--- src/sv/msqpt_pkg.sv ---
// package: types, constants and controller states for the queue peak tracker
`default_nettype none
package msqpt_pkg;
  localparam int SERVERS_DEF     = 16;
  localparam int QUEUE_DEPTH_DEF = 1024;
  localparam int ARR_W  = 40;
  localparam int SVC_W  = 32;
  localparam int FIN_W  = 41;
  localparam int OCC_W  = 11;
  localparam int NS_W   = 5;
  localparam logic [0:0] REG_NUM_SERVERS = 1'b0;

  typedef enum logic [2:0] {
    ST_IDLE,
    ST_SCAN,
    ST_RELEASE,
    ST_RDWAIT,
    ST_PLACE,
    ST_OUT
  } state_t;

  typedef struct packed {
    logic scan_start;
    logic scan_step;
    logic release_go;
    logic pop_go;
    logic place_go;
    logic out_load;
  } cmd_t;

  typedef struct packed {
    logic scan_done;
    logic pick_found;
    logic wait_nonempty;
  } sts_t;
endpackage
`default_nettype wire

--- src/sv/msqpt_ctrl.sv ---
// controller: sequences release scans, queue pops and job placement
`default_nettype none
module msqpt_ctrl (
  input  wire logic          clk,
  input  wire logic          rst_n,
  input  wire logic          in_fire,
  input  wire logic          out_slot_free,
  input  wire msqpt_pkg::sts_t sts,
  output msqpt_pkg::cmd_t    cmd,
  output logic               busy
);
  msqpt_pkg::state_t state_r, state_nxt;

  always_ff @(posedge clk) begin
    if (!rst_n) state_r <= msqpt_pkg::ST_IDLE;
    else        state_r <= state_nxt;
  end

  always_comb begin
    state_nxt = state_r;
    cmd = '0;
    busy = (state_r != msqpt_pkg::ST_IDLE);
    unique case (state_r)
      msqpt_pkg::ST_IDLE: begin
        if (in_fire) begin
          cmd.scan_start = 1'b1;
          state_nxt = msqpt_pkg::ST_SCAN;
        end
      end
      msqpt_pkg::ST_SCAN: begin
        cmd.scan_step = 1'b1;
        if (sts.scan_done) state_nxt = msqpt_pkg::ST_RELEASE;
      end
      msqpt_pkg::ST_RELEASE: begin
        if (!sts.pick_found) begin
          state_nxt = msqpt_pkg::ST_PLACE;
        end else if (sts.wait_nonempty) begin
          state_nxt = msqpt_pkg::ST_RDWAIT;
        end else begin
          cmd.release_go = 1'b1;
          cmd.scan_start = 1'b1;
          state_nxt = msqpt_pkg::ST_SCAN;
        end
      end
      msqpt_pkg::ST_RDWAIT: begin
        cmd.pop_go = 1'b1;
        cmd.scan_start = 1'b1;
        state_nxt = msqpt_pkg::ST_SCAN;
      end
      msqpt_pkg::ST_PLACE: begin
        if (out_slot_free) begin
          cmd.place_go = 1'b1;
          state_nxt = msqpt_pkg::ST_OUT;
        end
      end
      msqpt_pkg::ST_OUT: begin
        cmd.out_load = 1'b1;
        state_nxt = msqpt_pkg::ST_IDLE;
      end
      default: state_nxt = msqpt_pkg::ST_IDLE;
    endcase
  end
endmodule
`default_nettype wire

--- config.mk ---
export PLATFORM = sky130hd
export DESIGN_NAME = msqpt_ctrl
export DESIGN_NICKNAME = d
export VERILOG_FILES = /design/src/sv/msqpt_pkg.sv /design/src/sv/msqpt_ctrl.sv
export SDC_FILE = /design/constraint.sdc
export NUM_CORES = 1
export LEC_CHECK = 0
export ABC_AREA = 1
export BUFFER_PORTS_ARGS = -buffer_cell sky130_fd_sc_hd__buf_2
export CAP_MARGIN = 25
export CORE_AREA = 2 2 39 41
export DETAILED_ROUTE_END_ITERATION = 16
export DIE_AREA = 0 0 41 43
export PLACE_DENSITY_LB_ADDON = 0.2
export SYNTH_ARGS = -nofsm -noshare
export SYNTH_HDL_FRONTEND = slang
export SYNTH_SLANG_ARGS = --single-unit
--- constraint.sdc ---
create_clock -name clk -period 0.85 [get_ports clk]
set_input_delay 0.0425 -clock clk [delete_from_list [all_inputs] [get_ports clk]]
set_output_delay 0.0425 -clock clk [all_outputs]
set_load 0.03 [all_outputs]
==> Word level (Yosys, flattened, before mapping) <==
Cells that the tools add are included.
{ "classes": {"n_eq_ne": 8, "mux": 16, "n_reduce_logical": 3} }
{ "ops": {"columns": ["op", "count"], "rows": [
  ["3-bit one-hot mux with 5 select lines", 1],
  ["3-bit two-way mux", 4],
  ["1-bit two-way mux", 9],
  ["3-bit by 2-bit == test with 1-bit output, second input constant", 2],
  ["3-bit == test, second input constant", 2],
  ["2-bit != test, second input constant", 3],
  ["3-bit by 1-bit == test with 1-bit output, second input constant", 1],
  ["3-bit zero test", 1],
  ["1-bit one-hot mux with 3 select lines", 1],
  ["3-bit AND reduction", 1],
  ["3-bit nonzero test", 1],
  ["2-bit two-way mux", 1]
]} }
{ "word_totals": {"register_bits": 3, "in_bits": 7} }

==> Depth between registers and ports, before layout <==
Gate-level depths: netlist of run 1.
{ "depth": {"ltp_word": 3, "ltp_mapped": 7} }

==> Worst setup path before layout of run 1 <==
OpenSTA, ideal clock, no wires.
{ "synth_timing": {"kind": "reg2out", "startpoint": "register state_r[2]", "endpoint": "output cmd[5] in the netlist's numbering", "arrival_time_ps": 1340, "t_required_ps": 808, "slack_ps": -532, "path_stages_with_launch": 6, "path_buffers": 0, "cell_sequence": "dfxtp_1 > inv_2 > nand2_1 > nor2_1 > nor2_1 > o21ai_1"} }
{ "synth_rtl": {"columns": ["item", "line", "text"], "rows": [
  ["from (decl)", "msqpt_ctrl.sv:12", "msqpt_pkg::state_t state_r, state_nxt;"],
  ["from (signal assigned)", "msqpt_ctrl.sv:15", "if (!rst_n) state_r <= msqpt_pkg::ST_IDLE;"],
  ["from (signal assigned)", "msqpt_ctrl.sv:16", "else state_r <= state_nxt;"],
  ["to (decl)", "msqpt_ctrl.sv:9", "output msqpt_pkg::cmd_t cmd,"]
]} }

==> metrics.md, run 1 <==
| Metric | Value |
|---|---|
| DRC | `0` |
| DRT iter0 DRCs | `1` |
| Dpl ws | `-0.2037 ns` |
| GRT Util Overall | `0.1133` |
| Worst-path fanout max | `3` |
| Syn. warnings | `0` |
| Hold Path Sink | `state_r[1]` |
| Worst min path class | `input pin to flop` |
| Synth top area cells | `dfxtp_1, inv_1, nor2_1` |
| GR Overflow Total | `0` |
| CTS tree | `done` |
| Max clock buf depth | `2` |
| First-pass GRT wire length | `1276 µm` |
| Worst Hold Path Cells | `3` |
| Hold Path Origin | `rst_n` |
| Mapped Area | `249.0 µm²` |
| Initial antenna violation count | `0` |
| Fin crit share | `1.407` |
| CTS root buf | `clkbuf_4` |
| Failing checks | `setup timing` |
| Placed cell count | `just over 80` |
| Total routed wirelength | `905 µm` |
| Fmax | `835.9 MHz` |
| Power Dens Cells | `1564 nW/µm²` |
| Max cap viols | `0` |
| HPWL Detailed | `between 600 and 700 µm` |
| Rel. slew slack | `0.8787` |
| Final setup viols | `10` |
| Final Non-Filler Cells | `just over 90` |
| CTS clock-pin slew for the worst setup and hold paths | `approximately 0.040 ns` |
| Placed cell area | `approximately 420 µm²` |
| H-tree levels | `1` |
| Via Count | `396` |
| Layout Skew | `0.001787 ns` |
| Arrival @ worst endpoint | `1.15 ns` |
| Syn_nets | `54` |
| Share of cells above drive strength 1 | `0.7237` |
| Die Width | `41 µm` |
| Final worst slack | `-0.3463 ns` |
| CP Launch Type | `flop` |
| Element type at the critical path end | `output pin` |
| Largest register FFs | `3` |
| Largest net degree at the start of global routing | `5` |
| Fin Setup TNS | `-2.601 ns` |
| Mapped Cells | `47` |
| Worst R2R Path Depth | `7` |
| # nets final | `84` |
| Syn_area_per_cell | `5.298 µm²` |
| Die footprint | `1763 µm²` |
| Routability cong. | `0.6627` |
| Antenna viol nets, final | `0` |
| Max Slew Vio Count | `0` |
| Worst r2r src | `state_r[0]` |
| Largest regs | `state_r: 3 flops` |
| Crit path kind | `flop to output pin` |
| # port buffers | `13` |
| Final Hold Fails | `0` |
| Antenna diodes | `0` |
| Min Clock Period, post-route | `1.196 ns` |
| DR WL/cell | `9.837 µm` |
| RSZ-0062 raised after global routing | `yes` |
| Fillers | `149` |
| Clk Latency, worst-skew pair | `0.23 ns` |
| Row cnt | `14` |
| Worst reg2reg setup slack | `-0.28 ns` |
| Top cell type's share of synthesized area | `0.2412` |
| CP required | `just over 0.8 ns` |
| Yosys cell types | `11` |
| Status | `finished with violations` |
| Total core area | `1384 µm²` |
| TritonRoute pass-1 iters | `2` |
| Sequential fraction of the synthesis area | `0.2412` |
| VDD IR-drop max | `0.6353 mV` |
| Chip height | `43 µm` |
| CTS Hold Bufs | `0` |
| Yosys reg bits | `3` |
| Largest register by flop count | `state_r` |
| Clock sinks | `3` |
| Leakage | `~0.00031 µW` |
| Drt via density | `roughly 4.3` |
| Synth-to-layout area growth | `146.2%` |
| Starting density of the core | `0.1799` |
| Finished layout cell area | `613.1 µm²` |
| I/O pin total | `14` |
| Yosys top cell by area | `dfxtp_1` |
| TritonCTS Buffers | `3` |
| Worst slew pin tran | `around 0.18 ns` |
| Worst R2R End | `state_r[0]` |
| Number of global-route vias before repair | `340` |
[per-layer routing]
metal	vias up	track usage	part of all wire
met5	-	0	0
li1	204	-	-
met4	0	0.1000	0.0099
met2	8	0.1875	0.62
met1	182	0.1026	0.33
met3	2	0.03141	0.042
[cells in the final DEF (no fill, tap or decap), drive strengths merged]
cell type,synthesis,routed
a22oi,1,1
clkbuf,0,4
nor3,2,2
o21ai,3,3
inv,13,13
nand2,5,5
buf,0,25
dfxtp,3,3
nor2,13,13
nand3,7,7
[area by class of cell]
class | count | area (µm²) | area share
multi-input combinational | 31 | 242.7 | 0.3959
clock buffer | 4 | 26.28 | 0.04286
tap | 16 | 20.02 | 0.03265
inverter | 13 | 53.80 | 0.08776
sequential | 3 | 68.82 | 0.1122
timing repair buffer | 25 | 201.4 | 0.3286
[how the worst max path moves through the flow]
stage               cells past startpoint       start      to  slack, ns
finish                                  6  state_r[0]  cmd[5]      -0.35
global route                            8  state_r[0]  cmd[5]      -0.40
CTS                                     6  state_r[0]  cmd[5]      -0.35
detailed placement                      6  state_r[1]  cmd[5]      -0.20
global placement                        6  state_r[1]  cmd[5]      -0.21
floorplan                               5  state_r[1]  cmd[5]      -0.18
[where the power goes]
group / switching (µW) / internal (µW) / total (µW)
clock network: 70.3 / 176 / 246
registers: 21.2 / 158 / 179
logic: 280 / 253 / 533
total: 372 / 587 / 959
[cell families (layout without fill, tap and decap cells)]
group / Yosys count / after routing / share of synthesized area
buffers and inverters: 13 / 42 / 0.1960
and+or+nand+nor: 27 / 27 / 0.4724
DFF: 3 / 3 / 0.2412
AOI/OAI and AO/OA: 4 / 4 / 0.09045
[what timing repair did]
item / 4_1_cts / 5_1_grt
buffers inserted: 3 / 3
setup endpoints to repair: 10 / 10
pin swaps: 7 / 5
endpoints found under the hold margin: 0 / 0
resized for setup: 29 / 7
[through the flow]
step           power (µW)  hold WS, ns  utilization
6_report            958.8      0.05499       0.4430
5_1_grt              1021      0.07045       0.4430
4_1_cts             902.1      0.06193       0.4042
3_5_place_dp        514.1       0.3193       0.3038
3_3_place_gp        514.7       0.3165       0.3038
2_1_floorplan       405.7       0.1792            -
[worst max-delay path, cell delays in order, from the launching register on]
cell and delay, ns:
dfxtp_4 0.35, nor2_4 0.12, inv_2 0.06, nor2_4 0.08, inv_2 0.05, o21ai_4 0.11
buf_6 0.14
[synthesized netlist by cell type]
| library cell | number |
|---|---|
| a22oi_1 | 1 |
| dfxtp_1 | 3 |
| inv_1 | 12 |
| inv_2 | 1 |
| nand2_1 | 5 |
| nand3_1 | 7 |
| nor2_1 | 11 |
| nor2_2 | 2 |
| nor3_1 | 2 |
| o21ai_0 | 2 |
| o21ai_1 | 1 |
(Power assumes the default switching activity.)
==> inputs of run 2 (changes only) <==
RECOVER_POWER = 50   (was default)
clock period = 1.5 ns   (was 0.85 ns; I/O delays follow)
==> metrics.md, run 2 (synthesis gave the netlist of run 1 again) <==
| Metric | Value |
|---|---|
| Final worst slack | `0.1333 ns (+0.4796 ns)` |
| Die Width | `41 µm (unchanged)` |
| Final Hold Fails | `0 (unchanged)` |
| Number of global-route vias before repair | `266 (-22%)` |
| Worst R2R Path Depth | `6 (-1)` |
| Critical Path End | `cmd[5]` |
| Worst slew pin tran | `0.3600 ns (+0.1782 ns)` |
| Dpl ws | `0.3664 ns (+0.5701 ns)` |
| Sw power | `145.6 µW (-61%)` |
| First-pass GRT wire length | `952 µm (-25%)` |
| Clk network pwr share | `0.374 (+0.117)` |
| Max cap viols | `0 (unchanged)` |
| Die footprint | `1763 µm² (unchanged)` |
| Status | `completed` |
| Largest regs | `state_r: 3 flops` |
| TritonCTS Buffers | `3 (unchanged)` |
| Rel. slew slack | `0.7610 (-0.1176)` |
| Min Clock Period, post-route | `1.367 ns` |
| CP required | `1.42 ns (+0.61 ns)` |
| Max clock buf depth | `2 (unchanged)` |
| Sw frac | `0.3862 (-0.001555)` |
| Fin Setup TNS | `0 ns (+2.601 ns)` |
| Worst Hold Path Cells | `3 (unchanged)` |
| H-tree levels | `1 (unchanged)` |
| Synth-to-layout area growth | `44.22%` |
| Total core area | `1384 µm² (unchanged)` |
| Fin crit share | `0.9112` |
| Starting density of the core | `0.1799 (unchanged)` |
| Most frequent cells in the layout | `inv_1, buf_2, nor2_1` |
| Leakage | `0.0002231 µW (-27%)` |
| Post-CTS sizing | `0 (-100%)` |
| Layout Skew | `0.0008706 ns (-0.0009168 ns)` |
| Sequential power share | `0.260 (+0.073)` |
| Worst R2R End | `state_r[1]` |
| Drt via density | `3.950 (-8.2%)` |
| Worst min path class | `input pin to flop` |
| Worst reg2reg setup slack | `0.51 ns (+0.79 ns)` |
| Worst r2r src | `state_r[0]` |
| Post-CTS Setup Repair Bufs | `0 (-3)` |
| DRT iter0 DRCs | `7 (+6)` |
| Arrival @ worst endpoint | `1.29 ns (+0.14 ns)` |
| DRC | `0 (unchanged)` |
| HPWL Detailed | `536.7 µm (-13%)` |
| CTS Hold Bufs | `0 (unchanged)` |
| Row cnt | `14 (unchanged)` |
| Via Count | `316 (-20%)` |
| Chip height | `43 µm (unchanged)` |
| Max Slew Vio Count | `0 (unchanged)` |
| TritonRoute pass-1 iters | `4 (+2)` |
| Share of cells above drive strength 1 | `0.2813 (-0.4424)` |
| CTS root buf | `clkbuf_4` |
| VDD IR-drop max | `0.2705 mV (-57%)` |
| GRT Util Overall | `0.08526 (-0.02808)` |
| Fmax | `731.7 MHz` |
| Worst-path fanout max | `7 (+4)` |
| I/O pin total | `14 (unchanged)` |
| Crit path from | `state_r[2]` |
| RSZ-0062 raised after global routing | `no` |
| Antenna diodes | `0 (unchanged)` |
| GR Overflow Total | `0 (unchanged)` |
| Power Dens Cells | `1050 nW/µm² (-33%)` |
| Final setup viols | `0 (-10)` |
| # nets final | `72 (-14%)` |
| Clock sinks | `3 (unchanged)` |
| Clk Latency, worst-skew pair | `0.23 ns (about the same)` |
| DR WL/cell | `7.725 µm (-21%)` |
| Total routed wirelength | `618 µm (-32%)` |
| Largest register FFs | `3 (unchanged)` |
| Largest net degree at the start of global routing | `8 (+3)` |
| Crit path kind | `flop to output pin` |
| CP Launch Type | `flop` |
| Initial antenna violation count | `0 (unchanged)` |
| Antenna viol nets, final | `0 (unchanged)` |
| Int Power | `231.4 µW (-61%)` |
| Comb pwr share | `0.367 (-0.189)` |
| # port buffers | `13 (unchanged)` |
| Largest register by flop count | `state_r` |
| CTS tree | `done` |
| Element type at the critical path end | `output pin` |
| Routability cong. | `0.7253 (+9.4%)` |
| CTS clock-pin slew for the worst setup and hold paths | `0.03 ns (about the same)` |
## run 2: cell types whose count changed in the layout (fill, tap and decap cells not counted), moves of 5 or more
cell	before	now
inv_1	5	12
buf_6	9	0
inv_2	6	1
buf_4	8	0
## run 2: cell type report
cell class	instances	area (µm²)
tap	16	20.02
timing repair buffer	13	63.81
fill	165	1025
multi-input combinational	31	140.1
inverter	13	48.80
clock buffer	4	26.28
sequential	3	60.06
## run 2: power by group through the flow
stage / Combinational (µW) / Clock [µW] / Sequential, µW
after global routing: 156 / 149 / 99.5
after global placement: 143 / 0 / 99.3
final: 138 / 141 / 98.0
after detailed placement: 140 / 0 / 99.2
after floorplan: 105 / 0 / 96.9
after CTS: 141 / 145 / 98.0
## run 2: worst min-delay path by stage
| stage | startpoint | endpoint |
|---|---|---|
| after detailed placement | rst_n | state_r[2] |
| final | rst_n | state_r[2] |
| after floorplan | rst_n | state_r[1] |
| after global placement | rst_n | state_r[2] |
| after global routing | rst_n | state_r[0] |
| after CTS | rst_n | state_r[0] |
## run 2: routing by layer
layer	up-vias	global-route usage	routed length (µm)
met1	131	0.08013	230
met3	2	0.03665	39
met5	-	0	0
met2	8	0.1281	333
met4	0	0.08000	14
li1	175	-	-
## run 2: worst max-delay path, cell delays in order (launching register included)
cell and delay [ns]:
dfxtp_1 0.33, inv_2 0.12, nand3_1 0.11, inv_1 0.08, nand2_1 0.05, inv_1 0.07
nor2_1 0.04, o21ai_1 0.06, buf_2 0.20
## run 2: stage by stage
stage | cells | hold WS (ns) | utilization | instance area, µm² | power (µW)
3_5_place_dp | 76 | 0.3452 | 0.2414 | 334.1 | 239.5
4_1_cts | 80 | 0.1022 | 0.2604 | 360.3 | 383.7
5_1_grt | 80 | 0.1091 | 0.2595 | 359.1 | 404.7
6_report | 80 | 0.1031 | 0.2595 | 359.1 | 377.0
2_1_floorplan | 47 | 0.2191 | - | 249.0 | 201.4
3_3_place_gp | 76 | 0.3474 | 0.2414 | 334.1 | 242.3
==> inputs of run 3 (changes only) <==
ABC_AREA = default   (was 1)
REMOVE_ABC_BUFFERS = 1   (was default)
==> metrics.md, run 3 <==
| Metric | Value |
|---|---|
| Commonest non-fill, non-tap cell in the layout | `buf_2` |
| Worst slew pin tran | `0.2450 ns (-0.1150 ns)` |
| Status | `completed` |
| Synth-to-layout area growth | `39.35%` |
| Number of global-route vias before repair | `254 (-4.5%)` |
| Fin Setup TNS | `0 ns (unchanged)` |
| Routed wl met2 | `326 µm (-2.1%)` |
| Top cell type's share of synthesized area | `0.2222 (-0.01898)` |
| CTS root buf | `clkbuf_4` |
| Starting density of the core | `0.1953 (+0.01537)` |
| Async set-or-reset flop fraction in the synthesized netlist | `0 (unchanged)` |
| Power Dens Cells | `841.2 nW/µm² (-20%)` |
| Primary FF master, synth | `dfxtp_1` |
| Initial antenna violation count | `0 (unchanged)` |
| Met3 routed WL | `27 µm (-31%)` |
| Yosys reg bits | `3 (unchanged)` |
| CP Launch Type | `flop` |
| H-tree levels | `1 (unchanged)` |
| Rel. slew slack | `0.8364 (+0.07538)` |
| Most frequent cells in the layout | `buf_2, o21ai_0, clkbuf_4` |
| Mapped Area | `270.3 µm² (+8.5%)` |
| CP required | `1.42 ns (about the same)` |
| Largest register FFs | `3 (unchanged)` |
| Synth top area cells | `dfxtp_1, nor4b_4, o21ai_0` |
| Fillers | `169 (+2.4%)` |
| CTS tree | `done` |
| Routability cong. | `0.6989 (-3.6%)` |
| Max cap viols | `0 (unchanged)` |
| Row cnt | `14 (unchanged)` |
| Worst-path fanout max | `8 (+1)` |
| CTS Hold Bufs | `0 (unchanged)` |
| Largest net degree at the start of global routing | `11 (+3)` |
| Max Slew Vio Count | `0 (unchanged)` |
| RSZ-0062 raised after global routing | `no` |
| # port buffers | `13 (unchanged)` |
| Final setup viols | `0 (unchanged)` |
| # nets final | `56 (-22%)` |
| I/O pin total | `14 (unchanged)` |
| DRC | `0 (unchanged)` |
| CTS clock-pin slew for the worst setup and hold paths | `0.04 ns (about the same)` |
| DR WL/cell | `10.30 µm (+33%)` |
| Clock sinks | `3 (unchanged)` |
| Leakage | `0.0001775 µW (-20%)` |
| Chip height | `43 µm (unchanged)` |
| Die Width | `41 µm (unchanged)` |
| Layout Skew | `0.004505 ns (+0.003635 ns)` |
| Total routed wirelength | `659 µm (+6.6%)` |
| Total core area | `1384 µm² (unchanged)` |
| First-pass GRT wire length | `1021 µm (+7.2%)` |
| Antenna viol nets, final | `0 (unchanged)` |
| GR Overflow Total | `0 (unchanged)` |
| Arrival @ worst endpoint | `1.34 ns (+0.05 ns)` |
| Synth top cells by count | `dfxtp_1, nor2_1, o21ai_0` |
| DRT iter0 DRCs | `2 (-5)` |
| Post-CTS sizing | `0 (unchanged)` |
| Highest metal used | `met3` |
| GRT Util Overall | `0.09036 (+0.005106)` |
| Drt via density | `4.297 (+8.8%)` |
| Element type at the critical path end | `output pin` |
| Min Clock Period, post-route | `1.412 ns (+0.04569 ns)` |
| Dpl ws | `0.2744 ns (-0.09201 ns)` |
| Post-CTS Setup Repair Bufs | `0 (unchanged)` |
| Final Total Pwr | `316.8 µW (-16%)` |
| Metal-1 WL | `305 µm (+33%)` |
| TritonRoute pass-1 iters | `2 (-2)` |
| Sequential fraction of the synthesis area | `0.2222 (-0.01898)` |
| Syn. warnings | `0 (unchanged)` |
| EDFF count, synth | `0 (unchanged)` |
| Clk Latency, worst-skew pair | `0.23 ns (about the same)` |
| Worst min path class | `input pin to flop` |
| Mapped Cells | `32 (-32%)` |
| Final Hold Fails | `0 (unchanged)` |
| Via Count | `275 (-13%)` |
| Crit path kind | `flop to output pin` |
| VDD IR-drop max | `0.1685 mV (-38%)` |
| TritonCTS Buffers | `3 (unchanged)` |
| Final worst slack | `0.08758 ns (-0.04569 ns)` |
| Yosys cell types | `22 (+11)` |
| Antenna diodes | `0 (unchanged)` |
| HPWL Detailed | `483.9 µm (-9.8%)` |
| Die footprint | `1763 µm² (unchanged)` |
| Syn_area_per_cell | `8.446 µm² (+59%)` |
| Yosys top cell by area | `dfxtp_1` |
| Largest register by flop count | `state_r` |
| Share of cells above drive strength 1 | `0.5417 (+0.2604)` |
| Fmax | `708.0 MHz (-3.2%)` |
| Largest regs | `state_r: 3 flops` |
| Fin crit share | `0.9416 (+0.03046)` |
| Max clock buf depth | `2 (unchanged)` |
-- run 3: routing by layer --
layer,up-vias,global-route usage
met3,0,0.01571
li1,144,-
met4,0,0.1000
met5,-,0
met1,124,0.09646
met2,7,0.1313
-- run 3: logic make-up after synthesis --
| logic type | after synthesis | synth area share |
|---|---|---|
| DFF | 3 | 0.2222 |
| muxes | 1 | 0.04166 |
| buffers and inverters | 4 | 0.09258 |
| AOI/OAI and AO/OA | 7 | 0.1528 |
| and+or+nand+nor | 17 | 0.4908 |
-- run 3: layout make-up --
class                      instances  area, µm²  area share
multi-input combinational         25      181.4      0.4817
timing repair buffer              15      82.58      0.2193
sequential                         3      62.56      0.1661
clock buffer                       4      26.28     0.06977
tap                               16      20.02     0.05316
inverter                           1      3.754    0.009967
-- run 3: path summary, 6_finish.rpt --
kind | start | endpoint | slack [ns] | cells after the start
worst max-delay path | state_r[2] | cmd[5] | 0.09 | 4
worst min-delay path | rst_n | state_r[2] | 0.11 | 2
worst max register to register | state_r[2] | state_r[0] | 0.18 | 3
worst min register to register | state_r[2] | state_r[1] | 0.58 | 1
-- run 3: per-stage QoR --
| stage | cell area, µm² | util | hold WS, ns | std cells |
|---|---|---|---|---|
| after floorplan | 249.0 | - | 0.2017 | 29 |
| after global placement | 349.1 | 0.2523 | 0.3527 | 60 |
| after global routing | 376.6 | 0.2722 | 0.1035 | 64 |
| final | 376.6 | 0.2722 | 0.1080 | 64 |
| after CTS | 375.4 | 0.2712 | 0.1018 | 64 |
| after detailed placement | 349.1 | 0.2523 | 0.3476 | 60 |
-- run 3: worst max-delay path: stages, from the launching register on --
cell and delay [ns]:
dfxtp_1 0.37, nand2b_4 0.18, nor4b_4 0.22, o21bai_1 0.14, clkbuf_4 0.20
-- run 3: power breakdown --
group	total [µW]	switching, µW	internal (µW)
clock network	141	41.7	99.7
logic	79.9	43.7	36.2
registers	95.5	10.2	85.3
total	317	95.7	221
